==> src/rtl/cosine_similarity_threshold_unit_macros.svh <==
// Assertion macros for the cosine similarity threshold unit.
// Expects signals named clk and rst_n in the scope of use.
`ifndef COSINE_SIMILARITY_THRESHOLD_UNIT_MACROS_SVH
`define COSINE_SIMILARITY_THRESHOLD_UNIT_MACROS_SVH

// condition must hold at every clock edge outside reset
`define CST_ASSERT(label, cond, msg) \
    label: assert property (@(posedge clk) disable iff (!rst_n) (cond)) else $error(msg);

// consequent must hold in the same cycle as the trigger
`define CST_ASSERT_IMPL(label, trig, cons, msg) \
    label: assert property (@(posedge clk) disable iff (!rst_n) (trig) |-> (cons)) else $error(msg);

`endif

==> src/rtl/cst_pkg.sv <==
// Shared constants and types of the cosine similarity threshold unit.
// No dependencies; used by every module of the block.
package cst_pkg;

    localparam int MAX_LENGTH   = 4096;
    localparam int ELEMENT_BITS = 16;
    localparam int FIELD_BITS   = 16;

    localparam int PROD_W  = 2 * ELEMENT_BITS;
    localparam int LEN_BITS = $clog2(MAX_LENGTH);
    localparam int COUNT_W = $clog2(MAX_LENGTH + 1);
    localparam int DOT_W   = PROD_W + LEN_BITS;
    localparam int NORM_W  = PROD_W - 1 + LEN_BITS;

    // norm product, its square root
    localparam int SQ_W       = 2 * NORM_W;
    localparam int ROOT_W     = NORM_W;
    localparam int SQRT_STEPS = ROOT_W;
    localparam int SREM_W     = ROOT_W + 3;

    // norm product is built from 16-bit slices of the second norm
    localparam int MUL_CHUNK = 16;
    localparam int MUL_STEPS = (NORM_W + MUL_CHUNK - 1) / MUL_CHUNK;
    localparam int MUL_PAD   = MUL_STEPS * MUL_CHUNK;
    localparam int PP_W      = NORM_W + MUL_CHUNK;

    // quotient
    localparam int FRAC_BITS = 15;
    localparam int Q_W       = FRAC_BITS + 1;
    localparam int DIV_STEPS = Q_W;
    localparam int DREM_W    = DOT_W + 1;

    localparam int STEP_W = $clog2(SQRT_STEPS + DIV_STEPS + MUL_STEPS);

    localparam int SIM_W = 16;
    localparam logic [Q_W-1:0] Q_ONE = Q_W'(1) << FRAC_BITS;
    localparam logic [Q_W-1:0] Q_MAX = Q_ONE - Q_W'(1);
    localparam logic signed [SIM_W-1:0] THRESHOLD_RESET = 16'sd32112;

    localparam int QUEUE_DEPTH = 2;
    localparam int QPTR_W      = (QUEUE_DEPTH > 1) ? $clog2(QUEUE_DEPTH) : 1;
    localparam int QCNT_W      = $clog2(QUEUE_DEPTH + 1);

    localparam int OUT_USER_W = 3;

    typedef struct packed {
        logic signed [DOT_W-1:0] dot;
        logic [NORM_W-1:0]       norm_a;
        logic [NORM_W-1:0]       norm_b;
        logic                    overflow;
    } vec_sums_t;

    typedef enum logic [4:0] {
        ST_IDLE = 5'b00001,
        ST_MUL  = 5'b00010,
        ST_SQRT = 5'b00100,
        ST_DIV  = 5'b01000,
        ST_DONE = 5'b10000
    } back_state_t;

endpackage

==> src/rtl/cst_front.sv <==
// Front end: takes element pairs, multiplies, accumulates dot and norms.
// Pushes the finished sums of a vector into the queue. Uses cst_pkg.
module cst_front
(
    input  logic                             clk,
    input  logic                             rst_n,
    input  logic                             s_axis_tvalid,
    output logic                             s_axis_tready,
    input  logic [2*cst_pkg::FIELD_BITS-1:0] s_axis_tdata,
    input  logic                             s_axis_tlast,
    input  logic [cst_pkg::QCNT_W-1:0]       q_count,
    output logic                             q_push,
    output cst_pkg::vec_sums_t               q_push_data
);

    logic signed [cst_pkg::ELEMENT_BITS-1:0] elem_a;
    logic signed [cst_pkg::ELEMENT_BITS-1:0] elem_b;
    logic accept;
    logic take;

    logic [cst_pkg::COUNT_W-1:0] pair_count_reg, pair_count_next;
    logic                        overflow_seen_reg, overflow_seen_next;

    // product stage
    logic                              pv_reg, plast_reg, ptake_reg, povf_reg;
    logic signed [cst_pkg::PROD_W-1:0] pdot_reg, pa_reg, pb_reg;

    logic signed [cst_pkg::DOT_W-1:0] dot_sum_reg, dot_sum_next, dot_acc;
    logic [cst_pkg::NORM_W-1:0]       norm_a_reg, norm_a_next, norm_a_acc;
    logic [cst_pkg::NORM_W-1:0]       norm_b_reg, norm_b_next, norm_b_acc;
    logic                             in_flight;

    assign elem_a = s_axis_tdata[cst_pkg::ELEMENT_BITS-1:0];
    assign elem_b = s_axis_tdata[cst_pkg::FIELD_BITS +: cst_pkg::ELEMENT_BITS];

    // a vector end already in the product stage still has to land in the queue
    assign in_flight = pv_reg & plast_reg;
    assign s_axis_tready = ({1'b0, q_count} + (cst_pkg::QCNT_W + 1)'(in_flight))
                           < (cst_pkg::QCNT_W + 1)'(cst_pkg::QUEUE_DEPTH);
    assign accept = s_axis_tvalid & s_axis_tready;
    assign take   = pair_count_reg < cst_pkg::COUNT_W'(cst_pkg::MAX_LENGTH);

    always_comb
    begin
        pair_count_next    = pair_count_reg;
        overflow_seen_next = overflow_seen_reg;
        if (accept)
        begin
            if (s_axis_tlast)
            begin
                pair_count_next    = '0;
                overflow_seen_next = 1'b0;
            end
            else if (take)
            begin
                pair_count_next = pair_count_reg + cst_pkg::COUNT_W'(1);
            end
            else
            begin
                overflow_seen_next = 1'b1;
            end
        end
    end

    always_ff @(posedge clk or negedge rst_n)
    begin
        if (!rst_n)
        begin
            pair_count_reg    <= '0;
            overflow_seen_reg <= 1'b0;
            pv_reg            <= 1'b0;
        end
        else
        begin
            pair_count_reg    <= pair_count_next;
            overflow_seen_reg <= overflow_seen_next;
            pv_reg            <= accept;
        end
    end

    always_ff @(posedge clk)
    begin
        if (accept)
        begin
            plast_reg <= s_axis_tlast;
            ptake_reg <= take;
            povf_reg  <= overflow_seen_reg | ~take;
            pdot_reg  <= cst_pkg::PROD_W'(elem_a) * cst_pkg::PROD_W'(elem_b);
            pa_reg    <= cst_pkg::PROD_W'(elem_a) * cst_pkg::PROD_W'(elem_a);
            pb_reg    <= cst_pkg::PROD_W'(elem_b) * cst_pkg::PROD_W'(elem_b);
        end
    end

    always_comb
    begin
        dot_acc    = dot_sum_reg;
        norm_a_acc = norm_a_reg;
        norm_b_acc = norm_b_reg;
        if (ptake_reg)
        begin
            dot_acc    = dot_sum_reg + cst_pkg::DOT_W'(pdot_reg);
            norm_a_acc = norm_a_reg + cst_pkg::NORM_W'(pa_reg[cst_pkg::PROD_W-2:0]);
            norm_b_acc = norm_b_reg + cst_pkg::NORM_W'(pb_reg[cst_pkg::PROD_W-2:0]);
        end

        dot_sum_next = dot_sum_reg;
        norm_a_next  = norm_a_reg;
        norm_b_next  = norm_b_reg;
        if (pv_reg)
        begin
            if (plast_reg)
            begin
                dot_sum_next = '0;
                norm_a_next  = '0;
                norm_b_next  = '0;
            end
            else
            begin
                dot_sum_next = dot_acc;
                norm_a_next  = norm_a_acc;
                norm_b_next  = norm_b_acc;
            end
        end
    end

    assign q_push               = pv_reg & plast_reg;
    assign q_push_data.dot      = dot_acc;
    assign q_push_data.norm_a   = norm_a_acc;
    assign q_push_data.norm_b   = norm_b_acc;
    assign q_push_data.overflow = povf_reg;

    always_ff @(posedge clk or negedge rst_n)
    begin
        if (!rst_n)
        begin
            dot_sum_reg <= '0;
            norm_a_reg  <= '0;
            norm_b_reg  <= '0;
        end
        else
        begin
            dot_sum_reg <= dot_sum_next;
            norm_a_reg  <= norm_a_next;
            norm_b_reg  <= norm_b_next;
        end
    end

endmodule

==> config.mk <==
export PLATFORM = sky130hd
export DESIGN_NAME = cst_front
export DESIGN_NICKNAME = d
export VERILOG_FILES = /design/src/rtl/cosine_similarity_threshold_unit_macros.svh /design/src/rtl/cst_pkg.sv /design/src/rtl/cst_front.sv
export SDC_FILE = /design/constraint.sdc
export NUM_CORES = 2
export LEC_CHECK = 0
export BUFFER_PORTS_ARGS = -buffer_cell sky130_fd_sc_hd__buf_2
export CAP_MARGIN = 30
export CORE_ASPECT_RATIO = 0.5
export CORE_MARGIN = 1.5
export CORE_UTILIZATION = 40
export DETAILED_ROUTE_END_ITERATION = 10
export GPL_TIMING_DRIVEN = 1
export PLACE_DENSITY = 0.54
export SLEW_MARGIN = 30
export SYNTH_ARGS = -nofsm -noshare
export SYNTH_HDL_FRONTEND = slang
export SYNTH_SLANG_ARGS = --single-unit
export TNS_END_PERCENT = 20
==> constraint.sdc <==
create_clock -name clk -period 4.5 [get_ports clk]
set_clock_uncertainty 0.2 [all_clocks]
set_input_delay 0.9 -clock clk [delete_from_list [all_inputs] [get_ports clk]]
set_output_delay 0.9 -clock clk [all_outputs]
set_load 0.05 [all_outputs]
* After elaboration in Yosys (flattened, before gate mapping) *
Cells that the tools add are included.

operators by class
  add/sub/neg operators = 5
  $mul = 3
  magnitude comparators = 2
  equality and inequality tests = 1
  muxes and demuxes = 10
  bitwise gates (word level) = 4
  reduce and logical (&&, ||, !) cells = 3

operators with widths
  cell                     count
  $mux W43                 4
  $mux W44                 2
  $add A43 B31 Y43         2
  $mul A16 B16 Y31         2
  $add A44 B32 Y44         1
  $mul A16 B16 Y32         1
  $mux W13                 2
  $add A13 B1 Y13 const B  1
  $lt A13 B13 Y1 const B   1
  $reduce_and A2 Y1        2
  $add A2 B1 Y3            1
  $lt A3 B2 Y1 const B     1
  $and A1 B1 Y1            2
  $mux W1                  2
  $ne A2 B2 Y1 const B     1
  $reduce_bool A2 Y1       1
  $not A1 Y1               1
  $or A1 B1 Y1             1

storage, ports and cells
  register bits after elaboration = 242
  input port bits = 38
  output and inout bits = 133
  word-level logic and storage cells = 40

* Logic depth before layout (Yosys ltp) *
  word-level depth = 5
  mapped depth = 28
  gate-level depth less buffers = 25

* Least setup slack after synthesis *
Ideal clock, no wire load.

  path kind = input to register
  start = input s_axis_tdata[23] (netlist bit)
  end = register pdot_reg[31] (netlist bit) (data pin)
  setup time = 259 ps
  data arrival time = 7008 ps
  required time = 4041 ps
  setup slack = -2967 ps
  cell stages on the path = 25
  buffers on the path = 2
  cell sequence = clkbuf_1 > clkbuf_1 > nand2_1 > fa_1 > inv_1 > fa_1 > inv_1 > fa_1 > inv_1 > fa_1 > fa_1 > inv_1 > fa_1 > inv_1 > ha_1 > a2111oi_0 > o21ai_0 > o311a_1 > o311a_1 > a21o_1 > a21oi_1 > o21bai_1 > a2111oi_2 > a21oi_1 > xnor2_1

between the ends
  word-level cells in the longest chain between the ends = 1

ends and longest elaborated chain
  element               RTL line         text
  start, declared       cst_front.sv:9   input logic [2*cst_pkg::FIELD_BITS-1:0] s_axis_tdata,
  $mul A16 B16 Y32      cst_front.sv:88  pdot_reg <= cst_pkg::PROD_W'(elem_a) * cst_pkg::PROD_W'(elem_b);
  end signal, assigned  cst_front.sv:88
  end, declared         cst_front.sv:26  logic signed [cst_pkg::PROD_W-1:0] pdot_reg, pa_reg, pb_reg;

Every way passes these cells.
A chain may end at the register's enable or synchronous reset.

* Final worst setup path *
  start = input s_axis_tdata[6] (netlist bit)
  end = register pa_reg[23] (netlist bit) (data pin)

between the ends
  word-level cells in the longest chain between the ends = 1

ends and longest elaborated chain
  element               RTL line         text
  $mul A16 B16 Y31      cst_front.sv:89  pa_reg <= cst_pkg::PROD_W'(elem_a) * cst_pkg::PROD_W'(elem_a);
  end signal, assigned  cst_front.sv:89
  end, declared         cst_front.sv:26

Every way passes these cells.

==> run summary <==
H-tree Lvls -> 1
global-route wire length before repair -> 203.6 mm
design area -> 54840 sq um
#FFs+latches synth -> 240
commonest cells after routing, fill and taps aside -> inv_1, buf_4, fa_1
RSZ-0062 raised after global routing -> yes
max frequency -> 149.1 MHz
routed via count -> 34320
status -> complete, but fails checks
commonest non-fill, non-tap cell in the layout -> inv_1
sequential element share of the synthesized area -> 15.22%
Final HPWL DP -> 105.8 mm
multi-input gate area in the final layout -> 34130 sq um
share of layout cells above drive strength 1 -> 27.67%
Area Growth Syn to Fin -> 28.74%
initial antenna violation count -> 16
antenna-violating nets left -> 0
Post-Synthesis Cells -> 4539
GPL Wtd Cong -> 0.9169
Adder-Cell Fraction of Synth Area -> 44.46%
CP endpoint kind -> flop
Cell Area, Synth -> 42590 sq um
Final Slew Violations -> 0
Fill cells -> 9709
Synth Area in XOR/XNOR -> 5.100%
area share of and/or/nand/nor cells after synthesis -> 11.29%
clk sinks -> 240
I/O Pins -> 171
Horiz. Die Dim -> 464.5 microns
Tmin final -> 6.707 ns
Num CTS Buffers -> 28
Critical Path AT -> 6.84 ns
Final WS setup -> -2.207 ns
GRT Util Overall -> 24.02%
# setup viols final -> 132
PortBufs -> 170
largest family of logic cells by synthesized area -> adder cells
clock buffer depth -> 3
vias in the first global route -> 36310
DRT Wirelength -> 129.2 mm
failing checks -> setup timing
Slew Limit Headroom -> 38.39%
CP Data Required Time -> 4.64 ns
CP Class -> input port to flop
number of flip-flops in the largest register -> 44
Most used DFF post-synth -> dfrtp_1
num rows -> 84
drt pass-1 iters -> 5
Worst setup SP type -> input port
worst-path fanout max -> 9
worst-margin pin slew -> 0.9220 ns
max-capacitance violation count -> 0
Total Nets Final -> 6461
Clock Pin Slew Worst Setup and Hold Paths -> 0.07 ns
area of the core -> 105300 sq um
Final Hold Vio Count -> 0
residual DRC count -> 0
grt ovf -> 0
count of different cell masters after synthesis -> 88
Starting Density -> 40.45%
initial drt markers -> 2205
Synth Net Count -> 5658
Post-synth ARST share -> 60.42%
Min-Delay Path Class -> flop to flop
worst skew pair latency -> 0.64 ns
synth warn -> 0
Compound-Gate Fraction of Synth Area -> 11.65%
routed len/inst -> 19.04 microns
largest net degree at the start of global routing -> 178
post-synthesis mux area share -> 2.191%
Syn Area/Cell -> 9.384 sq um
Sequential Area -> 6481 sq um
fin crit share -> 149.0%
root buffer cell -> clkbuf_16
CTS tree -> yes
Post-synth EDFFs -> 95
Die Ht -> 233.7 microns
post-place instance area -> 50310 sq um
DR vias/cell -> 5.057
full die area -> 108600 sq um
## critical path, cell delays in order
cell and delay [ns]:
buf_6 0.13, buf_12 0.14, and2_1 0.16, fa_1 0.55, inv_2 0.04, fa_1 0.50, fa_1 0.52, inv_1 0.05
fa_1 0.46, fa_1 0.49, inv_1 0.05, fa_1 0.49, inv_2 0.05, ha_4 0.22, a21o_1 0.16, a21oi_2 0.15
nand2_2 0.09, a221o_1 0.37, buf_4 0.15, buf_6 0.11, o21ba_4 0.24, o21ai_4 0.07, buf_6 0.13, a21o_1 0.18
a21oi_2 0.15, xnor2_1 0.09, buf_4 0.17
## Yosys cell counts (all sizes together), types with 23 or more instances
cell type / number / area, sq um
nand3: 43 / 215.2
a22o: 60 / 525.5
and3: 32 / 205.2
nand2b: 24 / 150.1
a21o: 107 / 803.3
fa: 721 / 14430
mux2: 66 / 743.2
xor2: 66 / 578.1
o21ai: 128 / 640.6
nand2: 390 / 1469
and2: 163 / 1020
nor3: 32 / 165.2
inv: 969 / 3637
nor2b: 40 / 250.2
o2bb2ai: 32 / 280.3
edfxtp: 95 / 2853
o21a: 25 / 187.7
ha: 360 / 4504
a21oi: 187 / 943.4
nor2: 231 / 867.1
clkbuf: 154 / 578.1
xnor2: 182 / 1594
dfrtp: 145 / 3628
a31oi: 23 / 143.9
## path summary, 6_finish.rpt
path,start,to,slack (ns),depth (start not counted)
min reg2reg,norm_b_reg[28],norm_b_reg[28],0.31,1
max,s_axis_tdata[6],pa_reg[23],-2.21,27
max reg2reg,pa_reg[2],norm_a_reg[40],0.78,13
max in group asynchronous,rst_n,norm_a_reg[17],2.51,3
min in group asynchronous,rst_n,norm_b_reg[5],0.59,2
min,norm_b_reg[28],norm_b_reg[28],0.31,1
## metal layers
metal  up-vias  wire length, microns  track usage (%)
met4         0                  2172            3.860
met5         -                     0                0
met3       117                  8293            3.991
li1      16000                     -                -
met2       858                 57280            37.85
met1     17350                 61430            35.24
## cell families after synthesis
| kind of cell | Yosys count |
|---|---|
| XOR/XNOR | 248 |
| AO/OA/AOI/OAI | 721 |
| buffers and inverters | 1144 |
| adder cells (fa/ha/maj) | 1081 |
| multiplexers | 85 |
| AND/OR/NAND/NOR | 1020 |
| flip-flops | 240 |
## what timing repair did
item / 4_1_cts / 5_1_grt
setup endpoints to repair: 151 / 158
hold endpoints to repair: 19 / 0
setup buffers: 82 / 15
cloned: 1 / 0
hold buffers: 1 / 0
pin swaps: 171 / 125
gates resized for setup: 448 / 270
## cell type report
| type | count | share of cell area, % |
|---|---|---|
| clock buffers | 32 | 1.380 |
| well taps | 1419 | 3.238 |
| repair buffers | 938 | 14.16 |
| inverters | 979 | 6.770 |
| multi-input cells | 3155 | 62.23 |
| clock inverters | 20 | 0.3856 |
| diodes | 3 | 0.01369 |
| flip-flops and latches | 240 | 11.82 |
## metrics by stage
stage                     utilization (%)  cells  hold WS [ns]  setup WS (ns)  TNS, ns
final                               52.07   6786        0.3139         -2.207  -123.04
after global placement              47.77   6651        0.2936         -2.979  -166.50
after detailed placement            47.77   6651        0.3009         -3.090  -169.38
after floorplan                         -   4539        0.2728         -2.574  -192.79
after global routing                52.07   6784        0.3419         -2.329  -144.67
after CTS                           51.02   6775        0.3184         -2.167  -129.48
Power is not shown: default switching activity piles up to over one toggle a cycle in this logic, so the estimate is an artifact.
