### src/rtl/cosine_similarity_threshold_unit_macros.svh
// Assertion macros for the cosine similarity threshold unit.
// Expects signals named clk and rst_n in the scope of use.
`ifndef COSINE_SIMILARITY_THRESHOLD_UNIT_MACROS_SVH
`define COSINE_SIMILARITY_THRESHOLD_UNIT_MACROS_SVH

// condition must hold at every clock edge outside reset
`define CST_ASSERT(label, cond, msg) \
    label: assert property (@(posedge clk) disable iff (!rst_n) (cond)) else $error(msg);

// consequent must hold in the same cycle as the trigger
`define CST_ASSERT_IMPL(label, trig, cons, msg) \
    label: assert property (@(posedge clk) disable iff (!rst_n) (trig) |-> (cons)) else $error(msg);

`endif

### src/rtl/cst_pkg.sv
// Shared constants and types of the cosine similarity threshold unit.
// No dependencies; used by every module of the block.
package cst_pkg;

    localparam int MAX_LENGTH   = 4096;
    localparam int ELEMENT_BITS = 16;
    localparam int FIELD_BITS   = 16;

    localparam int PROD_W  = 2 * ELEMENT_BITS;
    localparam int LEN_BITS = $clog2(MAX_LENGTH);
    localparam int COUNT_W = $clog2(MAX_LENGTH + 1);
    localparam int DOT_W   = PROD_W + LEN_BITS;
    localparam int NORM_W  = PROD_W - 1 + LEN_BITS;

    // norm product, its square root
    localparam int SQ_W       = 2 * NORM_W;
    localparam int ROOT_W     = NORM_W;
    localparam int SQRT_STEPS = ROOT_W;
    localparam int SREM_W     = ROOT_W + 3;

    // norm product is built from 16-bit slices of the second norm
    localparam int MUL_CHUNK = 16;
    localparam int MUL_STEPS = (NORM_W + MUL_CHUNK - 1) / MUL_CHUNK;
    localparam int MUL_PAD   = MUL_STEPS * MUL_CHUNK;
    localparam int PP_W      = NORM_W + MUL_CHUNK;

    // quotient
    localparam int FRAC_BITS = 15;
    localparam int Q_W       = FRAC_BITS + 1;
    localparam int DIV_STEPS = Q_W;
    localparam int DREM_W    = DOT_W + 1;

    localparam int STEP_W = $clog2(SQRT_STEPS + DIV_STEPS + MUL_STEPS);

    localparam int SIM_W = 16;
    localparam logic [Q_W-1:0] Q_ONE = Q_W'(1) << FRAC_BITS;
    localparam logic [Q_W-1:0] Q_MAX = Q_ONE - Q_W'(1);
    localparam logic signed [SIM_W-1:0] THRESHOLD_RESET = 16'sd32112;

    localparam int QUEUE_DEPTH = 2;
    localparam int QPTR_W      = (QUEUE_DEPTH > 1) ? $clog2(QUEUE_DEPTH) : 1;
    localparam int QCNT_W      = $clog2(QUEUE_DEPTH + 1);

    localparam int OUT_USER_W = 3;

    typedef struct packed {
        logic signed [DOT_W-1:0] dot;
        logic [NORM_W-1:0]       norm_a;
        logic [NORM_W-1:0]       norm_b;
        logic                    overflow;
    } vec_sums_t;

    typedef enum logic [4:0] {
        ST_IDLE = 5'b00001,
        ST_MUL  = 5'b00010,
        ST_SQRT = 5'b00100,
        ST_DIV  = 5'b01000,
        ST_DONE = 5'b10000
    } back_state_t;

endpackage

### src/rtl/cst_back.sv
// Back end: norm product, integer square root and Q1.15 divide, one step
// per cycle, then the output register. Uses cst_pkg.
module cst_back
(
    input  logic                                   clk,
    input  logic                                   rst_n,
    input  logic                                   q_valid,
    input  cst_pkg::vec_sums_t                     q_data,
    output logic                                   q_pop,
    input  logic signed [cst_pkg::SIM_W-1:0]       threshold,
    output logic                                   m_axis_tvalid,
    input  logic                                   m_axis_tready,
    output logic [cst_pkg::SIM_W-1:0]              m_axis_tdata,
    output logic [cst_pkg::OUT_USER_W-1:0]         m_axis_tuser
);

    cst_pkg::back_state_t state_reg, state_next;
    logic [cst_pkg::STEP_W-1:0] step_reg, step_next;

    logic signed [cst_pkg::DOT_W-1:0] dot_reg, dot_next;
    logic [cst_pkg::NORM_W-1:0]  na_reg, na_next;
    logic [cst_pkg::MUL_PAD-1:0] nb_reg, nb_next;
    logic [cst_pkg::PP_W-1:0]    pp_reg, pp_next;
    logic [cst_pkg::SQ_W-1:0]    prod_reg, prod_next;
    logic [cst_pkg::SREM_W-1:0]  srem_reg, srem_next;
    logic [cst_pkg::ROOT_W-1:0]  root_reg, root_next;
    logic [cst_pkg::DREM_W-1:0]  drem_reg, drem_next;
    logic [cst_pkg::Q_W-1:0]     q_reg, q_next;
    logic ovf_reg, ovf_next, zero_reg, zero_next, neg_reg, neg_next;

    logic out_valid_reg, out_valid_next;
    logic [cst_pkg::SIM_W-1:0] out_sim_reg, out_sim_next;
    logic [cst_pkg::OUT_USER_W-1:0] out_user_reg, out_user_next;

    logic [cst_pkg::SREM_W-1:0] srem_try, srem_trial;
    logic [cst_pkg::DREM_W-1:0] drem_try;
    logic [cst_pkg::DOT_W-1:0]  dot_mag;
    logic [cst_pkg::Q_W-1:0]    q_clamp;
    logic signed [cst_pkg::SIM_W:0] sim_wide;
    logic signed [cst_pkg::SIM_W-1:0] sim;
    logic out_free;

    assign out_free = ~out_valid_reg | m_axis_tready;
    assign q_pop    = (state_reg == cst_pkg::ST_IDLE) & q_valid;

    // restoring square root: two radicand bits per step
    assign srem_try   = {srem_reg[cst_pkg::SREM_W-3:0], prod_reg[cst_pkg::SQ_W-1 -: 2]};
    assign srem_trial = cst_pkg::SREM_W'({root_reg, 2'b01});

    // first divide step compares without a shift
    assign drem_try = (step_reg == '0) ? drem_reg : (drem_reg << 1);

    assign dot_mag = dot_reg[cst_pkg::DOT_W-1] ? cst_pkg::DOT_W'(-dot_reg)
                                               : cst_pkg::DOT_W'(dot_reg);

    always_comb
    begin
        q_clamp = (q_reg > cst_pkg::Q_ONE) ? cst_pkg::Q_ONE : q_reg;
        if (neg_reg)
        begin
            sim_wide = -$signed({1'b0, q_clamp});
        end
        else
        begin
            sim_wide = $signed({1'b0, (q_clamp > cst_pkg::Q_MAX) ? cst_pkg::Q_MAX : q_clamp});
        end
        sim = sim_wide[cst_pkg::SIM_W-1:0];
    end

    always_comb
    begin
        state_next     = state_reg;
        step_next      = step_reg;
        dot_next       = dot_reg;
        na_next        = na_reg;
        nb_next        = nb_reg;
        pp_next        = pp_reg;
        prod_next      = prod_reg;
        srem_next      = srem_reg;
        root_next      = root_reg;
        drem_next      = drem_reg;
        q_next         = q_reg;
        ovf_next       = ovf_reg;
        zero_next      = zero_reg;
        neg_next       = neg_reg;
        out_valid_next = out_valid_reg & ~m_axis_tready;
        out_sim_next   = out_sim_reg;
        out_user_next  = out_user_reg;

        case (state_reg)
            cst_pkg::ST_IDLE:
            begin
                if (q_valid)
                begin
                    dot_next  = q_data.dot;
                    na_next   = q_data.norm_a;
                    nb_next   = cst_pkg::MUL_PAD'(q_data.norm_b);
                    ovf_next  = q_data.overflow;
                    prod_next = '0;
                    step_next = '0;
                    if (q_data.norm_a == '0 || q_data.norm_b == '0)
                    begin
                        zero_next  = 1'b1;
                        neg_next   = 1'b0;
                        q_next     = '0;
                        state_next = cst_pkg::ST_DONE;
                    end
                    else
                    begin
                        zero_next  = 1'b0;
                        state_next = cst_pkg::ST_MUL;
                    end
                end
            end

            cst_pkg::ST_MUL:
            begin
                // top slice first: prod = prod * 2^16 + na * slice
                if (step_reg != '0)
                begin
                    prod_next = (prod_reg << cst_pkg::MUL_CHUNK) + cst_pkg::SQ_W'(pp_reg);
                end
                if (step_reg < cst_pkg::STEP_W'(cst_pkg::MUL_STEPS))
                begin
                    pp_next = cst_pkg::PP_W'(na_reg)
                              * cst_pkg::PP_W'(nb_reg[cst_pkg::MUL_PAD-1 -: cst_pkg::MUL_CHUNK]);
                    nb_next = nb_reg << cst_pkg::MUL_CHUNK;
                    step_next = step_reg + cst_pkg::STEP_W'(1);
                end
                else
                begin
                    srem_next  = '0;
                    root_next  = '0;
                    step_next  = '0;
                    state_next = cst_pkg::ST_SQRT;
                end
            end

            cst_pkg::ST_SQRT:
            begin
                prod_next = prod_reg << 2;
                if (srem_try >= srem_trial)
                begin
                    srem_next = srem_try - srem_trial;
                    root_next = {root_reg[cst_pkg::ROOT_W-2:0], 1'b1};
                end
                else
                begin
                    srem_next = srem_try;
                    root_next = {root_reg[cst_pkg::ROOT_W-2:0], 1'b0};
                end
                if (step_reg == cst_pkg::STEP_W'(cst_pkg::SQRT_STEPS - 1))
                begin
                    step_next  = '0;
                    q_next     = '0;
                    neg_next   = dot_reg[cst_pkg::DOT_W-1];
                    drem_next  = cst_pkg::DREM_W'(dot_mag);
                    state_next = cst_pkg::ST_DIV;
                end
                else
                begin
                    step_next = step_reg + cst_pkg::STEP_W'(1);
                end
            end

            cst_pkg::ST_DIV:
            begin
                if (drem_try >= cst_pkg::DREM_W'(root_reg))
                begin
                    drem_next = drem_try - cst_pkg::DREM_W'(root_reg);
                    q_next    = {q_reg[cst_pkg::Q_W-2:0], 1'b1};
                end
                else
                begin
                    drem_next = drem_try;
                    q_next    = {q_reg[cst_pkg::Q_W-2:0], 1'b0};
                end
                if (step_reg == cst_pkg::STEP_W'(cst_pkg::DIV_STEPS - 1))
                begin
                    step_next  = '0;
                    state_next = cst_pkg::ST_DONE;
                end
                else
                begin
                    step_next = step_reg + cst_pkg::STEP_W'(1);
                end
            end

            cst_pkg::ST_DONE:
            begin
                if (out_free)
                begin
                    out_valid_next = 1'b1;
                    out_sim_next   = sim;
                    // tuser: length_overflow, zero_norm, converged
                    out_user_next  = {ovf_reg, zero_reg, sim > threshold};
                    state_next     = cst_pkg::ST_IDLE;
                end
            end

            default:
            begin
                state_next = cst_pkg::ST_IDLE;
            end
        endcase
    end

    always_ff @(posedge clk or negedge rst_n)
    begin
        if (!rst_n)
        begin
            state_reg     <= cst_pkg::ST_IDLE;
            step_reg      <= '0;
            out_valid_reg <= 1'b0;
        end
        else
        begin
            state_reg     <= state_next;
            step_reg      <= step_next;
            out_valid_reg <= out_valid_next;
        end
    end

    always_ff @(posedge clk)
    begin
        dot_reg      <= dot_next;
        na_reg       <= na_next;
        nb_reg       <= nb_next;
        pp_reg       <= pp_next;
        prod_reg     <= prod_next;
        srem_reg     <= srem_next;
        root_reg     <= root_next;
        drem_reg     <= drem_next;
        q_reg        <= q_next;
        ovf_reg      <= ovf_next;
        zero_reg     <= zero_next;
        neg_reg      <= neg_next;
        out_sim_reg  <= out_sim_next;
        out_user_reg <= out_user_next;
    end

    assign m_axis_tvalid = out_valid_reg;
    assign m_axis_tdata  = out_sim_reg;
    assign m_axis_tuser  = out_user_reg;

endmodule

### config.mk
export PLATFORM = sky130hd
export DESIGN_NAME = cst_back
export DESIGN_NICKNAME = d
export VERILOG_FILES = /design/src/rtl/cosine_similarity_threshold_unit_macros.svh /design/src/rtl/cst_pkg.sv /design/src/rtl/cst_back.sv
export SDC_FILE = /design/constraint.sdc
export NUM_CORES = 2
export LEC_CHECK = 0
export ABC_AREA = 1
export BUFFER_PORTS_ARGS = -buffer_cell sky130_fd_sc_hd__buf_4
export CAP_MARGIN = 25
export CELL_PAD_IN_SITES_DETAIL_PLACEMENT = 2
export CELL_PAD_IN_SITES_GLOBAL_PLACEMENT = 2
export CORE_MARGIN = 2
export CORE_UTILIZATION = 35
export DETAILED_ROUTE_END_ITERATION = 8
export GPL_ROUTABILITY_DRIVEN = 0
export PLACE_DENSITY_LB_ADDON = 0.25
export SLEW_MARGIN = 20
export SYNTH_ARGS = -nofsm -noshare
export SYNTH_HDL_FRONTEND = slang
export SYNTH_SLANG_ARGS = --single-unit
### constraint.sdc
create_clock -name clk -period 9.3 [get_ports clk]
set_clock_uncertainty 0.2 [all_clocks]
set_input_delay 1.86 -clock clk [delete_from_list [all_inputs] [get_ports clk]]
set_output_delay 1.86 -clock clk [all_outputs]
set_load 0.005 [all_outputs]
; ---- Word-level counts from Yosys, hierarchy flattened
; Cells that the tools add are included.
[word_totals]
ff_bits = 462
output_inout_bits = 21
wordCells = 117
[classes]
addsub = 6
mul = 1
order_cmp = 6
eq_ne = 15
muxes = 44
bitwise_logic = 5
n_reduce_logical = 23
[ops]
columns = op, n
row1 = $pmux W86 S3, 1
row2 = $mux W86, 2
row3 = $mux W45, 3
row4 = $mux W44, 3
row5 = $mux W16, 6
row6 = $mux W48, 2
row7 = $pmux W48 S2, 1
row8 = $pmux W45 S2, 1
row9 = $pmux W44 S2, 1
row10 = $add A86 B59 Y86, 1
row11 = $logic_not A43 Y1, 2
row12 = $pmux W43 S2, 1
row13 = $mul A43 B16 Y59, 1
row14 = $pmux W16 S3, 1
row15 = $ge A46 B45 Y1, 1
row16 = $ge A45 B43 Y1, 1
row17 = $sub A45 B43 Y45, 1
row18 = $neg A44 Y44, 1
row19 = $sub A44 B44 Y44, 1
row20 = $mux W43, 1
row21 = $mux W5, 6
row22 = $pmux W5 S5, 1
row23 = $mux W6, 4
row24 = $pmux W6 S4, 1
row25 = 30 further kinds, 56

; ---- Depth between registers and ports, before layout
[logic_depth]
word_depth = 6
mapped_depth = 29
mapped_depth_nobuf = 27

; ---- Worst setup path after synthesis
; No wires, ideal clock.
[synth_path]
path_kind = input-to-output
from = input port q_valid
to = output port q_pop
arrival_ps = 5637
required_ps = 7240
path_slack_ps = 1603
path_stages = 2
path_cell_list = inv_1 > nor2_1
[synth_between]
elab_chain_len = 1
[synth_lines]
columns = item, line_no
row1 = from (decl), cst_back.sv:7  ; input logic q_valid,
row2 = $and A1 B1 Y1, cst_back.sv:44  ; assign q_pop = (state_reg == cst_pkg::ST_IDLE) & q_valid;
row3 = to (decl), cst_back.sv:9  ; output logic q_pop,
; No other way between the ends.

; ---- Worst setup path in the final report
[layout_path]
from = register nb_reg[38] in the netlist's numbering
to = register pp_reg[56] in the netlist's numbering (data pin)
[layout_between]
elab_chain_len = 1
[layout_lines]
columns = item, line_no
row1 = from (decl), cst_back.sv:22  ; logic [cst_pkg::MUL_PAD-1:0] nb_reg, nb_next;
row2 = from (signal assigned), cst_back.sv:228  ; nb_reg <= nb_next;
row3 = $mul A43 B16 Y59, cst_back.sv:126  ; * cst_pkg::PP_W'(nb_reg[cst_pkg::MUL_PAD-1 -: cst_pkg::MUL_CHUNK]);
row4 = to (signal assigned), cst_back.sv:229  ; pp_reg <= pp_next;
row5 = to (decl), cst_back.sv:23  ; logic [cst_pkg::PP_W-1:0] pp_reg, pp_next;
; No other way between the ends.
; A chain may end at the register's enable or synchronous reset.

==> qor.yml <==
dpl.hpwl_um: 187000
cts.repair.resized: 0
tritoncts: "done"
cts_root_buffer: "clkbuf_16"
cpMaxStageDelayCell: "edfxtp_1"
setup_tns_ns: 0
grt_max_degree: 62
hold_buffers: 0
rows: 146
cts_max_level: 3
clk_pin_slew_ns: 0.06
path_cells: "buf_4 > nand2_1 > fa_1 > inv_1 > fa_1 > inv_1 > fa_1 > inv_1 > fa_1 > fa_1 > inv_1 > fa_1 > inv_1 > ha_1 > a21oi_1 > o21ai_0 > a21oi_1 > nor2_1 > nor2_1 > nor2_1 > nor2_1 > nand2_1 > nand2_1 > nand2_1"
final_cell_count_no_fill: 9920
cp.required_ns: 9.53
max_stage_delay_ns: 0.99
clock.fmax_ghz: 0.131
viasPerCell: 5.19
synth_cells: 7755
largest_register_ffs: 86
stdcell_area_mm2: 0.0615
final_cell_mix: "nand2_1 (2467), inv_1 (1687), nor2_1 (683)"
die_x_um: 404
slew-limit-headroom_pct: 22.1
cts_setup_buffers: 0
finalMaxSlewViolations: 0
die_h_um: 404
arrival_ns: 7.85
crit_path_frequent_cell: "fa_1"
nets: 8802
ios: 172
area_growth_pct: 10.0
synth_nets: 8764
fp.coreArea_mm2: 0.158
num_vias: 51500
hold_violations: 0
portBuffers: 171
grt_pass1_wl_um: 352000
worst_hold_startpoint: "ovf_reg"
synthFlopType: "edfxtp_1"
status: "completed"
async_flop_share_pct: 2.60
syn_area_per_cell_um2: 7.20
yosysWarnings: 0
rsz0062_at_grt: "false"
grt_overflow_total: 0
detailed_place.area_mm2: 0.0591
insertion_delay_ns: 0.70
synth_cell_types: 51
postRouteWirelength_um: 230000
path_class: "flip-flop to flip-flop"
drtIter0Drc: 2755
period_share_pct: 81.9
hold_class: "flip-flop to flip-flop"
critPathBufInv: 6
drt-wirelength-per-cell_um: 23.2
ys_seq_area_share_pct: 24.7
setup_viol: 0
placed_cells: 9794
die_area_mm2: 0.163
grt_pass1_vias: 58400
clock_sinks: 462
clock_path_buffers: 3
worstSetupStartpoint: "nb_reg[38]"
synth-edff-count: 450
max_cap_violations: 0
fill_cells: 18800
crit_family: "adder cells"
antenna_found_initial: 8
startpoint_type: "flip-flop"
end_kind: "flip-flop"
drc_errors: 0
crit_fanout: 24
ant_nets: 0
layout_min_cycle_time_ns: 7.62
cts_buffers: 66
syn-cell-area_mm2: 0.0559
ys_seq_elements: 462
r2r-start: "nb_reg[38]"
worst_slew_pin_slew_ns: 1.17
drive_above_1_share_pct: 4.74
layout_commonest_cell: "nand2_1"
firstDrtPassIters: 7
initial_core_util_pct: 35.3
grt_usage_pct: 28.2
[cell type report]
class                           count  area [um2]  area share [%]
Antenna cell                        1        2.50         0.00407
Clock buffer                       79        1720            2.80
Clock inverter                     43         551           0.896
Inverter                         1692        6350            10.3
Multi-Input combinational cell   5346       34700            56.5
Sequential cell                   462       13800            22.5
Tap cell                         2072        2590            4.22
Timing Repair Buffer              225        1720            2.81
[worst reg2reg max path, delay by kind of cell, from the launching register on]
| family | cells | cell delay, ns |
|---|---|---|
| fa+ha+maj | 7 | 3.54 |
| flops | 1 | 0.99 |
| compound gates | 3 | 0.99 |
| simple gates | 8 | 0.86 |
| buf+inv | 6 | 0.77 |
[Yosys cell counts (all sizes together) (2+ instances only)]
master  instances  area, um2
nand4          63        409
and3            4       25.0
o22ai           2       12.5
edfxtp        450      13500
fa            574      11500
and2            9       56.3
xnor2          45        394
o31ai           3       22.5
nand3b         49        368
a21boi          4       30.0
or2            11       68.8
a31oi           8       50.1
o21a           10       75.1
nand2        2471       9290
buf            40        246
a22o           16        140
xor2           78        683
clkbuf        215        808
o21ai         256       1280
o41ai           5       43.8
ha            284       3550
inv          1692       6350
o21bai         36        270
a21o           11       82.6
nand3         361       1820
nor2          693       2630
o211ai          4       30.0
a22oi           2       15.0
nor3           68        345
dfrtp          11        275
a21oi         248       1250
nor4           28        175
[metrics by stage]
step / hold slack (ns) / setup slack (ns) / util, %
2_1_floorplan: 0.200 / 1.60 / -
3_3_place_gp: 0.201 / 1.88 / 37.3
3_5_place_dp: 0.208 / 1.67 / 37.3
4_1_cts: 0.221 / 1.60 / 38.8
5_1_grt: 0.237 / 1.44 / 38.8
6_report: 0.227 / 1.68 / 38.8
[cell families after synthesis]
kind of cell / share of synthesized area, %
xor+xnor: 1.93
flops: 24.7
fa+ha+maj: 26.9
buf+inv: 13.3
compound gates: 5.95
simple gates: 27.2
[layer usage]
layer / GRT usage (%) / vias to the layer above / wire [um]
met5: 0 / - / 23
met4: 9.00 / 4 / 7630
met3: 3.11 / 346 / 8370
met2: 50.1 / 976 / 115000
met1: 35.7 / 26500 / 99800
li1: - / 23600 / -
[path summary, 6_finish.rpt]
check                                   to  cells past startpoint  slack (ns)
max in group asynchronous     state_reg[0]                      1        7.84
max                             pp_reg[56]                     24        1.68
min reg2reg                m_axis_tuser[2]                      0        0.23
min in group asynchronous      step_reg[1]                      1        0.82
max reg2reg                     pp_reg[56]                     24        1.68
min                        m_axis_tuser[2]                      0        0.23
Power is not shown: default switching activity piles up to over one toggle a cycle in this logic, so the estimate is an artifact.
