[src/rtl/cosine_similarity_threshold_unit_macros.svh]
// Assertion macros for the cosine similarity threshold unit.
// Expects signals named clk and rst_n in the scope of use.
`ifndef COSINE_SIMILARITY_THRESHOLD_UNIT_MACROS_SVH
`define COSINE_SIMILARITY_THRESHOLD_UNIT_MACROS_SVH

// condition must hold at every clock edge outside reset
`define CST_ASSERT(label, cond, msg) \
    label: assert property (@(posedge clk) disable iff (!rst_n) (cond)) else $error(msg);

// consequent must hold in the same cycle as the trigger
`define CST_ASSERT_IMPL(label, trig, cons, msg) \
    label: assert property (@(posedge clk) disable iff (!rst_n) (trig) |-> (cons)) else $error(msg);

`endif

[src/rtl/cst_pkg.sv]
// Shared constants and types of the cosine similarity threshold unit.
// No dependencies; used by every module of the block.
package cst_pkg;

    localparam int MAX_LENGTH   = 4096;
    localparam int ELEMENT_BITS = 16;
    localparam int FIELD_BITS   = 16;

    localparam int PROD_W  = 2 * ELEMENT_BITS;
    localparam int LEN_BITS = $clog2(MAX_LENGTH);
    localparam int COUNT_W = $clog2(MAX_LENGTH + 1);
    localparam int DOT_W   = PROD_W + LEN_BITS;
    localparam int NORM_W  = PROD_W - 1 + LEN_BITS;

    // norm product, its square root
    localparam int SQ_W       = 2 * NORM_W;
    localparam int ROOT_W     = NORM_W;
    localparam int SQRT_STEPS = ROOT_W;
    localparam int SREM_W     = ROOT_W + 3;

    // norm product is built from 16-bit slices of the second norm
    localparam int MUL_CHUNK = 16;
    localparam int MUL_STEPS = (NORM_W + MUL_CHUNK - 1) / MUL_CHUNK;
    localparam int MUL_PAD   = MUL_STEPS * MUL_CHUNK;
    localparam int PP_W      = NORM_W + MUL_CHUNK;

    // quotient
    localparam int FRAC_BITS = 15;
    localparam int Q_W       = FRAC_BITS + 1;
    localparam int DIV_STEPS = Q_W;
    localparam int DREM_W    = DOT_W + 1;

    localparam int STEP_W = $clog2(SQRT_STEPS + DIV_STEPS + MUL_STEPS);

    localparam int SIM_W = 16;
    localparam logic [Q_W-1:0] Q_ONE = Q_W'(1) << FRAC_BITS;
    localparam logic [Q_W-1:0] Q_MAX = Q_ONE - Q_W'(1);
    localparam logic signed [SIM_W-1:0] THRESHOLD_RESET = 16'sd32112;

    localparam int QUEUE_DEPTH = 2;
    localparam int QPTR_W      = (QUEUE_DEPTH > 1) ? $clog2(QUEUE_DEPTH) : 1;
    localparam int QCNT_W      = $clog2(QUEUE_DEPTH + 1);

    localparam int OUT_USER_W = 3;

    typedef struct packed {
        logic signed [DOT_W-1:0] dot;
        logic [NORM_W-1:0]       norm_a;
        logic [NORM_W-1:0]       norm_b;
        logic                    overflow;
    } vec_sums_t;

    typedef enum logic [4:0] {
        ST_IDLE = 5'b00001,
        ST_MUL  = 5'b00010,
        ST_SQRT = 5'b00100,
        ST_DIV  = 5'b01000,
        ST_DONE = 5'b10000
    } back_state_t;

endpackage

[src/rtl/cst_queue.sv]
// Short queue of per-vector sums between front end and back end.
// Uses cst_pkg for depth and entry type.
module cst_queue
(
    input  logic                       clk,
    input  logic                       rst_n,
    input  logic                       push,
    input  cst_pkg::vec_sums_t         push_data,
    input  logic                       pop,
    output logic                       valid,
    output cst_pkg::vec_sums_t         pop_data,
    output logic [cst_pkg::QCNT_W-1:0] count
);

    cst_pkg::vec_sums_t entry_reg [cst_pkg::QUEUE_DEPTH];
    logic [cst_pkg::QPTR_W-1:0] wr_ptr_reg, wr_ptr_next;
    logic [cst_pkg::QPTR_W-1:0] rd_ptr_reg, rd_ptr_next;
    logic [cst_pkg::QCNT_W-1:0] count_reg, count_next;
    logic do_pop;

    assign valid    = count_reg != '0;
    assign count    = count_reg;
    assign pop_data = entry_reg[rd_ptr_reg];
    assign do_pop   = pop & valid;

    always_comb
    begin
        wr_ptr_next = wr_ptr_reg;
        rd_ptr_next = rd_ptr_reg;
        count_next  = count_reg;
        if (push)
        begin
            wr_ptr_next = (wr_ptr_reg == cst_pkg::QPTR_W'(cst_pkg::QUEUE_DEPTH - 1))
                          ? '0 : wr_ptr_reg + cst_pkg::QPTR_W'(1);
        end
        if (do_pop)
        begin
            rd_ptr_next = (rd_ptr_reg == cst_pkg::QPTR_W'(cst_pkg::QUEUE_DEPTH - 1))
                          ? '0 : rd_ptr_reg + cst_pkg::QPTR_W'(1);
        end
        if (push && !do_pop)
        begin
            count_next = count_reg + cst_pkg::QCNT_W'(1);
        end
        else if (!push && do_pop)
        begin
            count_next = count_reg - cst_pkg::QCNT_W'(1);
        end
    end

    always_ff @(posedge clk or negedge rst_n)
    begin
        if (!rst_n)
        begin
            wr_ptr_reg <= '0;
            rd_ptr_reg <= '0;
            count_reg  <= '0;
        end
        else
        begin
            wr_ptr_reg <= wr_ptr_next;
            rd_ptr_reg <= rd_ptr_next;
            count_reg  <= count_next;
        end
    end

    always_ff @(posedge clk)
    begin
        if (push)
        begin
            entry_reg[wr_ptr_reg] <= push_data;
        end
    end

endmodule

[config.mk]
export PLATFORM = sky130hd
export DESIGN_NAME = cst_queue
export DESIGN_NICKNAME = d
export VERILOG_FILES = /design/src/rtl/cosine_similarity_threshold_unit_macros.svh /design/src/rtl/cst_pkg.sv /design/src/rtl/cst_queue.sv
export SDC_FILE = /design/constraint.sdc
export NUM_CORES = 1
export LEC_CHECK = 0
export ABC_AREA = 1
export BUFFER_PORTS_ARGS = -buffer_cell sky130_fd_sc_hd__buf_2
export CORE_MARGIN = 3
export CORE_UTILIZATION = 42
export DETAILED_ROUTE_END_ITERATION = 12
export HOLD_SLACK_MARGIN = 0.15
export PLACE_DENSITY = 0.66
export REMOVE_ABC_BUFFERS = 1
export SETUP_SLACK_MARGIN = 0.05
export SYNTH_ARGS = -nofsm -noshare
export SYNTH_HDL_FRONTEND = slang
export SYNTH_SLANG_ARGS = --single-unit
[constraint.sdc]
create_clock -name clk -period 7.5 [get_ports clk]
set_input_delay 1.125 -clock clk [delete_from_list [all_inputs] [get_ports clk]]
set_output_delay 1.125 -clock clk [all_outputs]
set_load 0.01 [all_outputs]
# Word level (Yosys, flattened, before mapping)
# Memories as Yosys holds them, arrays and structs flattened.
# Index checks and enable logic that the tools add are counted.
# word_totals
register_bits	4
mem_bits_rw	262
input_bits	135
out_inout_bits	134
word_cells	21
memories	1
# op_classes
addsub	4
n_mux	6
n_bitwise	1
n_reduce_logical	6
# mem_list
memory	depth	width	rd	rd_clocked_by_memory_dff	write_ports	line_no	rtl
entry_reg	2	131	1	0	1	cst_queue.sv:15	cst_pkg::vec_sums_t entry_reg [cst_pkg::QUEUE_DEPTH];
# op_table
operator	n
$mux 1	4
$mux 2	2
$reduce_bool 2->1	2
$add 1x1->1 const B	2
$add 2x1->2 const B	1
$logic_and 1x1->1	2
$logic_not 1->1	2
$sub 2x1->2 const B	1
$and 1x1->1	1

# Longest topological paths before layout
# Gate-level depths: netlist of the first run.
# logic_depth
ltp_word	5
depth_mapped	9
ltp_nobuf	9

# Least setup slack after synthesis of the first run
# Ideal clock, no wire load.
# synth_timing
path_kind	input to register
startpoint	input port push
endpoint	memory entry_reg[0][0] in the netlist's numbering (enable)
setup_ns	0.626
t_arrival_ns	6.644
t_required_ns	6.874
setup_slack_ns	0.230
path_stages	2
path_buffers	0
path_cell_list	inv_1 nor2_1
# synth_between
elab_chain_len	2
# synth_rtl
item	line_no	rtl
start: declaration	cst_queue.sv:7	input logic push,
$mux 1	cst_queue.sv:69	if (push)
$mux 1 (not written as such)	cst_queue.sv:71	entry_reg[wr_ptr_reg] <= push_data;
end: declaration	cst_queue.sv:15	
# Every way passes these cells.

==> flow_summary.json, run 1 <==
{
  "io_pins": 269,
  "grt_max_degree": 84,
  "ys.warnings.count": 0,
  "status": "complete, no violations",
  "cts_resized": 0,
  "layoutNonFillerInstCount": 1321,
  "path_max_fanout": 83,
  "fin_skew_ps": 8.20,
  "tightest_slew_ps": 906,
  "grt_pass1_wl_um": 30700,
  "path_clk_slew_ps": 60,
  "largest_reg_flops": 262,
  "crit_arrival_ps": 3020,
  "crit_type": "flop to output pin",
  "synth_area_leader_cell": "edfxtp_1",
  "gp_congestion": 0.755,
  "tns_ps": 0,
  "yosysSeqAreaShare_pct": 81.5,
  "slew_headroom_pct": 39.6,
  "fmax_ghz": 0.241,
  "viasPerCell": 4.56,
  "cp.required_ps": 6380,
  "synthTopCellsByCount": "nand2_1 (402), edfxtp_1 (262), buf_2 (10), buf_4 (10), buf_6 (9)",
  "initial_core_util_pct": 42.9,
  "grt_overflow": 0,
  "worst_path_max_delay_cell": "buf_4",
  "clk_path_buf_depth": 3,
  "drv_cap": 0,
  "fin_crit_sh_pct": 55.3,
  "leakagePower_nw": 5.30,
  "peakVddDrop_v": 0.000222,
  "crit_path_max_incr_delay_ps": 780,
  "final_max_slew_viol_count": 0,
  "critical_path.most_common_cell": "nand2_1",
  "r2r-start": "wr_ptr_reg",
  "clkSinkCount": 266,
  "htree_levels": 1,
  "crit_buf_inv": 3,
  "powerDensity_nw_per_um2": 393,
  "dp_hpwl_um": 12900,
  "cts_buffers": 28,
  "syn_inst": 711,
  "fin_nets": 1121,
  "rsz0062_at_grt": "false",
  "synth_area_leaders": "edfxtp_1 (80%), nand2_1 (15%), buf_6 (1.0%), dfrtp_1 (1.0%), buf_4 (0.77%)",
  "cp_cell_sequence": "inv_4 -> buf_4 -> nand2_1 -> nand2_1 -> buf_2",
  "holdBufCountCts": 0,
  "root_buffer": "clkbuf_16",
  "firstDrtPassIters": 7,
  "dieWidth_um": 159,
  "synth_edf_count": 262,
  "ant_nets": 0,
  "track_usage_pct": 15.6,
  "syn_avg_cell_area_um2": 13.8,
  "cts_tree": "built",
  "synthArstFlopShare_pct": 1.50,
  "hold_path.class": "primary input to asynchronous set/reset pin",
  "critPathLaunchType": "flop",
  "end_kind": "output pin",
  "crit_cells": 5,
  "grt_pass1_vias": 5794,
  "power.total_mw": 4.83,
  "die_h_um": 159,
  "dp_cells": 1268,
  "fin_util_pct": 53.9,
  "rr_endpoint": "entry_reg[1][7]",
  "yosysMostFrequentCell": "nand2_1",
  "port_buffers": 268,
  "wl_um": 20700,
  "rows": 55,
  "synth.top_cell.area_share_pct": 80.4,
  "setup_viol": 0,
  "dieArea_um2": 25200,
  "antenna_found_initial": 5,
  "drc": 0,
  "syn_area_um2": 9780,
  "vias": 6020,
  "r2r_cells": 3,
  "cts_setup_buffers": 0,
  "critPathTopFamily": "buffers and inverters",
  "drive_gt1_share_pct": 31.6,
  "worstSkewPairLatency_ps": 520,
  "avgRoutedWirePerCell_um": 15.6,
  "syn_to_final_growth_pct": 25.6,
  "r2r_slack_ps": 5250,
  "ys_ff_latch": 266,
  "fp.coreArea_um2": 22800,
  "hold_violations": 0,
  "ys.flop_type": "edfxtp_1",
  "drtIter0Drc": 296,
  "finalCriticalPeriod_ps": 4150,
  "synthDistinctLibCells": 14
}
==> power by group <==
group | total, mW | switching [mW] | internal, mW | leakage (nW)
registers | 2.09 | 0.119 | 1.98 | 2.51
clock network | 1.37 | 0.534 | 0.840 | 0.456
logic | 1.36 | 0.917 | 0.445 | 2.34
total | 4.83 | 1.57 | 3.26 | 5.30
==> cell type report <==
| cell class | instances | area [um^2] |
|---|---|---|
| Clock inverter | 13 | 145 |
| Antenna cell | 1 | 2.50 |
| Tap cell | 313 | 392 |
| Timing Repair Buffer | 273 | 1380 |
| Fill cell | 1910 | 10500 |
| Multi-Input combinational cell | 409 | 1570 |
| Clock buffer | 39 | 793 |
| Inverter | 7 | 33.8 |
| Sequential cell | 266 | 7970 |
==> layer usage <==
| layer | vias to the layer above | GRT usage, % | share of wire (%) |
|---|---|---|---|
| met5 | - | 0 | 0.29 |
| met4 | 8 | 5.49 | 3.2 |
| met3 | 53 | 3.83 | 7.6 |
| met2 | 210 | 26.2 | 49 |
| met1 | 2802 | 19.8 | 40 |
| li1 | 2947 | - | - |
==> layout by cell type (no fill, tap or decap) <==
master	instances
clkbuf_8	3
clkinv_2	3
ha_1	1
clkinv_4	2
buf_2	268
nor2_4	1
nand4_1	1
nand3_1	2
buf_4	5
xnor2_1	1
nand2_1	402
dfrtp_1	3
edfxtp_1	262
clkinvlp_4	1
clkbuf_16	29
bufinv_16	3
diode_2	1
inv_4	1
dfrtp_4	1
inv_1	5
clkinv_1	4
inv_6	1
clkbuf_1	7
xor2_1	1
==> worst reg2reg max path, cell delays in order (launching register included) <==
cell and delay, ps:
dfrtp_1 420, nand2_1 130, inv_6 520, buf_4 770
==> logic make-up after synthesis <==
logic type / Yosys count / share of synthesized area (%)
xor+xnor: 2 / 0.179
buf+inv: 36 / 2.61
flops: 266 / 81.5
fa+ha+maj: 1 / 0.128
simple gates: 406 / 15.6
==> worst max-delay path by stage <==
| stage | start | endpoint |
|---|---|---|
| floorplan | push | entry_reg[0][0] |
| CTS | rd_ptr_reg | pop_data[104] |
| global route | rd_ptr_reg | pop_data[1] |
| detailed placement | rd_ptr_reg | pop_data[104] |
| global placement | rd_ptr_reg | pop_data[104] |
| finish | rd_ptr_reg | pop_data[104] |
==> through the flow <==
step | setup slack, ps | hold WS [ps] | instance area (um^2)
global route | 3060 | 378 | 12300
CTS | 3260 | 383 | 12300
finish | 3350 | 403 | 12300
global placement | 3810 | 474 | 11300
floorplan | 230 | 463 | 9560
detailed placement | 3820 | 487 | 11300
(Power assumes the default switching activity.)
==> inputs of run 2 (changes only) <==
- PLACE_DENSITY: 0.66 -> 0.69
- clock period: 7.5 -> 3.4 ns (I/O delays scaled with it)
==> run 2 against run 1 <==
Critical path depth stayed put. Global-route usage is 0.29 points higher. Clock-buffer cell count is 4 lower. Final area is 5.8% higher. Final cell count is 5.1% higher. Worst setup slack worse by 2600 ps. Combinational power is 140% higher. Power is 120% higher. Worst hold slack worse by 220 ps. Largest cell class unchanged.
==> flow_summary.json, run 2 (synthesized netlist as in run 1, its figures left out) <==
{
  "cts_buffers": 28,
  "grt_pass1_wl_um": 31500,
  "gp_congestion": 0.756,
  "slew_headroom_pct": 42.3,
  "grt.busiest_layer": "met2",
  "status": "complete, no violations",
  "post_dp_cell_area_um2": 11400,
  "layout_common_cells": "nand2_1 (402), buf_2 (268), edfxtp_1 (262)",
  "die_h_um": 159,
  "crit_type": "flop to output pin",
  "fp.coreArea_um2": 22800,
  "design_area_um2": 13000,
  "track_usage_pct": 15.9,
  "end_kind": "output pin",
  "vias": 6303,
  "cts_resized": 0,
  "cts_tree": "built",
  "ant_nets": 0,
  "firstDrtPassIters": 4,
  "finalCriticalPeriod_ps": 2620,
  "path_max_fanout": 47,
  "syn_to_final_growth_pct": 32.8,
  "rows": 55,
  "drc": 0,
  "initial_core_util_pct": 42.9,
  "grt_max_degree": 110,
  "dieArea_um2": 25200,
  "grtUsageMet2_pct": 27.9,
  "fill_cells": 1802,
  "hold_path.class": "primary input to flop",
  "fin_util_pct": 57.0,
  "final_max_slew_viol_count": 0,
  "power.total_mw": 10.7,
  "setup_viol": 0,
  "crit_arrival_ps": 2110,
  "antenna_found_initial": 2,
  "port_buffers": 268,
  "htree_levels": 1,
  "avgRoutedWirePerCell_um": 15.0,
  "drtIter0Drc": 358,
  "final_common_cell": "nand2_1",
  "fmax_ghz": 0.381,
  "path_clk_slew_ps": 60,
  "peakVddDrop_v": 0.000492,
  "fin_skew_ps": 14.0,
  "grt_overflow": 0,
  "cp.required_ps": 2890,
  "fin_hold_ws_ps": 181,
  "leakagePower_nw": 5.59,
  "largest_reg_flops": 262,
  "powerDensity_nw_per_um2": 825,
  "rsz0062_at_grt": "false",
  "fin_crit_sh_pct": 77.1,
  "grt_pass1_vias": 6366,
  "worstSkewPairLatency_ps": 520,
  "drive_gt1_share_pct": 29.7,
  "wl_um": 20900,
  "multiInputGateArea_um2": 1570,
  "use_met3_pct": 3.53,
  "fin_nets": 1191,
  "tightest_slew_ps": 866,
  "tns_ps": 0,
  "clkSinkCount": 266,
  "hold_violations": 0,
  "clk_path_buf_depth": 3,
  "critPathLaunchType": "flop",
  "viasPerCell": 4.54,
  "dieWidth_um": 159,
  "cts_setup_buffers": 0,
  "dp_hpwl_um": 12500,
  "use_met1_pct": 19.1,
  "io_pins": 269,
  "drv_cap": 0,
  "seqCellArea_um2": 7970,
  "root_buffer": "clkbuf_16"
}
run 2: changes by cell type in the layout (fill, tap and decap cells not counted):
cell	before	now
clkbuf_8	3	0
buf_12	0	4
clkinv_4	2	0
clkbuf_1	7	6
buf_4	5	3
inv_6	1	2
clkinv_2	3	5
dlygate4sd3_1	0	68
clkinvlp_4	1	2
run 2: worst paths after layout:
kind | start | depth (start not counted) | slack, ps | to
min reg2reg | count[1] | 2 | 480 | count[1]
max in group asynchronous | rst_n | 2 | 2940 | rd_ptr_reg
max reg2reg | wr_ptr_reg | 3 | 1670 | entry_reg[1][111]
min in group asynchronous | rst_n | 2 | 320 | rd_ptr_reg
min | push_data[79] | 1 | 180 | entry_reg[0][79]
max | rd_ptr_reg | 5 | 780 | pop_data[32]
run 2: where the power goes:
group	internal [mW]	switching, mW	leakage, nW	total (mW)
combinational	1.08	2.14	2.65	3.23
sequential	4.35	0.185	2.51	4.54
clock	1.78	1.17	0.438	2.95
run 2: what timing repair did:
| action | CTS | global route |
|---|---|---|
| hold endpoints to repair | 134 | 0 |
| setup endpoints to repair | 0 | 0 |
| hold buffers | 68 | 0 |
run 2: metal layers:
layer	wire length, um	up-vias
met1	8320	2933
met5	13	-
met3	1320	49
li1	-	3091
met4	721	2
met2	10500	228
run 2: final cells by class:
cell class | count | share of cell area [%]
clock inverters | 15 | 1.18
clock buffers | 35 | 5.76
well taps | 313 | 3.01
repair buffers | 343 | 16.4
diodes | 1 | 0.0193
multi-input cells | 409 | 12.1
flip-flops and latches | 266 | 61.4
inverters | 7 | 0.260
run 2: through the flow:
stage                     std cells  setup WS (ps)
after floorplan                 682          -3260
after global placement         1270           1310
after detailed placement       1270           1300
after CTS                      1388            721
after global routing           1389            616
final                          1389            778
run 2: worst max-delay path, stage by stage, from the launching register on:
cell	delay, ps
dfrtp_4	610
inv_4	140
buf_4	450
nand2_1	90
nand2_1	110
buf_2	150
==> inputs of run 3 (changes only) <==
- clock period: 3.4 -> 2.3 ns (I/O delays scaled with it)
==> run 3 against run 2 <==
Clock skew decreased by 8.4 ps. Clock power increased by 48%. Worst setup slack got worse by 600 ps. Routed wire length is 11% higher. Sequential power rose by 47%. Combinational power is 59% higher. Via count is 5.8% higher. Die area did not move. Final area grew 5.8%. Largest cell class unchanged.
==> flow_summary.json, run 3 (synthesized netlist as in run 1, its figures left out) <==
{
  "gp_congestion": 0.751,
  "status": "complete, no violations",
  "crit_arrival_ps": 1780,
  "initial_core_util_pct": 42.9,
  "largest_reg_flops": 262,
  "root_buffer": "clkbuf_16",
  "num_antenna_cells": 0,
  "htree_levels": 1,
  "power.total_mw": 16.2,
  "r2r_slack_ps": 900,
  "tightest_slew_ps": 452,
  "dp_hpwl_um": 13100,
  "rows": 55,
  "layoutNonFillerInstCount": 1460,
  "fin_nets": 1261,
  "slew_headroom_pct": 69.9,
  "antenna_found_initial": 1,
  "fin_crit_sh_pct": 92.5,
  "final_max_slew_viol_count": 0,
  "firstDrtPassIters": 4,
  "layout_common_cells": "nand2_1 (402), buf_2 (268), edfxtp_1 (262)",
  "io_pins": 269,
  "dp_cells": 1272,
  "peakVddDrop_v": 0.000769,
  "ant_nets": 0,
  "fin_skew_ps": 5.54,
  "viasPerCell": 4.57,
  "drc": 0,
  "track_usage_pct": 17.4,
  "final_common_cell": "nand2_1",
  "wl_um": 23100,
  "critPathLaunchType": "flop",
  "clk_path_buf_depth": 3,
  "dieArea_um2": 25200,
  "dieWidth_um": 159,
  "die_h_um": 159,
  "avgRoutedWirePerCell_um": 15.8,
  "grt_pass1_wl_um": 34500,
  "hold_violations": 0,
  "fp.coreArea_um2": 22800,
  "path_clk_slew_ps": 60,
  "powerDensity_nw_per_um2": 1180,
  "drtIter0Drc": 377,
  "grt_overflow": 0,
  "crit_type": "flop to output pin",
  "rsz0062_at_grt": "true",
  "port_buffers": 268,
  "cp.required_ps": 1960,
  "seqCellArea_um2": 7970,
  "cts_setup_buffers": 0,
  "path_max_fanout": 39,
  "leakagePower_nw": 5.92,
  "fin_hold_ws_ps": 494,
  "finalCriticalPeriod_ps": 2130,
  "fmax_ghz": 0.470,
  "end_kind": "output pin",
  "drv_cap": 0,
  "multiInputGateArea_um2": 1570,
  "setup_viol": 0,
  "hold_path.class": "flop to flop",
  "grt_max_degree": 94,
  "worstSkewPairLatency_ps": 520,
  "fill_cells": 1730,
  "syn_to_final_growth_pct": 40.5,
  "grt_pass1_vias": 6780,
  "cts_buffers": 28,
  "cts_tree": "built",
  "tns_ps": 0,
  "drive_gt1_share_pct": 28.1,
  "vias": 6671,
  "clkSinkCount": 266
}
-- run 3: worst max-delay path: stages (launching register included) --
cell	delay, ps
dfrtp_4	510
inv_4	120
buf_6	300
nand2_1	110
nand2_1	80
buf_2	120
-- run 3: layer usage --
layer  share of wire [%]  vias up  global-route usage (%)
met4                 3.4        2                    6.76
li1                    -     3240                       -
met3                 5.9       62                    3.53
met1                  39     3124                    20.0
met5               0.056        -                       0
met2                  52      243                    31.8
-- run 3: worst paths after layout --
kind,startpoint,to,cells past startpoint
max in group asynchronous,rst_n,rd_ptr_reg,3
worst max register to register,wr_ptr_reg,entry_reg[0][12],2
min in group asynchronous,rst_n,wr_ptr_reg,3
worst max-delay path,rd_ptr_reg,pop_data[90],5
worst min register to register,count[1],count[1],2
worst min-delay path,count[1],count[1],2
-- run 3: area by class of cell --
class                           instances  share of cell area [%]
Clock buffer                           33                    5.39
Clock inverter                         19                    1.19
Inverter                                7                   0.246
Multi-Input combinational cell        409                    11.4
Sequential cell                       266                    58.0
Tap cell                              313                    2.85
Timing Repair Buffer                  413                    20.9
-- run 3: per-stage QoR --
| step | utilization (%) | setup WS (ps) | area (um^2) |
|---|---|---|---|
| 2_1_floorplan | - | -4190 | 9560 |
| 3_3_place_gp | 50.3 | 631 | 11400 |
| 3_5_place_dp | 50.3 | 621 | 11400 |
| 4_1_cts | 60.2 | 55.2 | 13700 |
| 5_1_grt | 60.3 | 22.5 | 13700 |
| 6_report | 60.3 | 174 | 13700 |
-- run 3: report_power, final --
group / leakage, nW / internal (mW) / total, mW / switching (mW)
sequential: 2.51 / 6.43 / 6.67 / 0.236
combinational: 2.96 / 1.78 / 5.12 / 3.33
clock: 0.449 / 2.62 / 4.37 / 1.74
total: 5.92 / 10.8 / 16.2 / 5.31
-- run 3: what timing repair did --
action,in CTS,in global routing
gates cloned,0,1
endpoints found under the setup margin,1,89
resized for setup,1,2
endpoints found under the hold margin,268,0
hold buffers,135,0
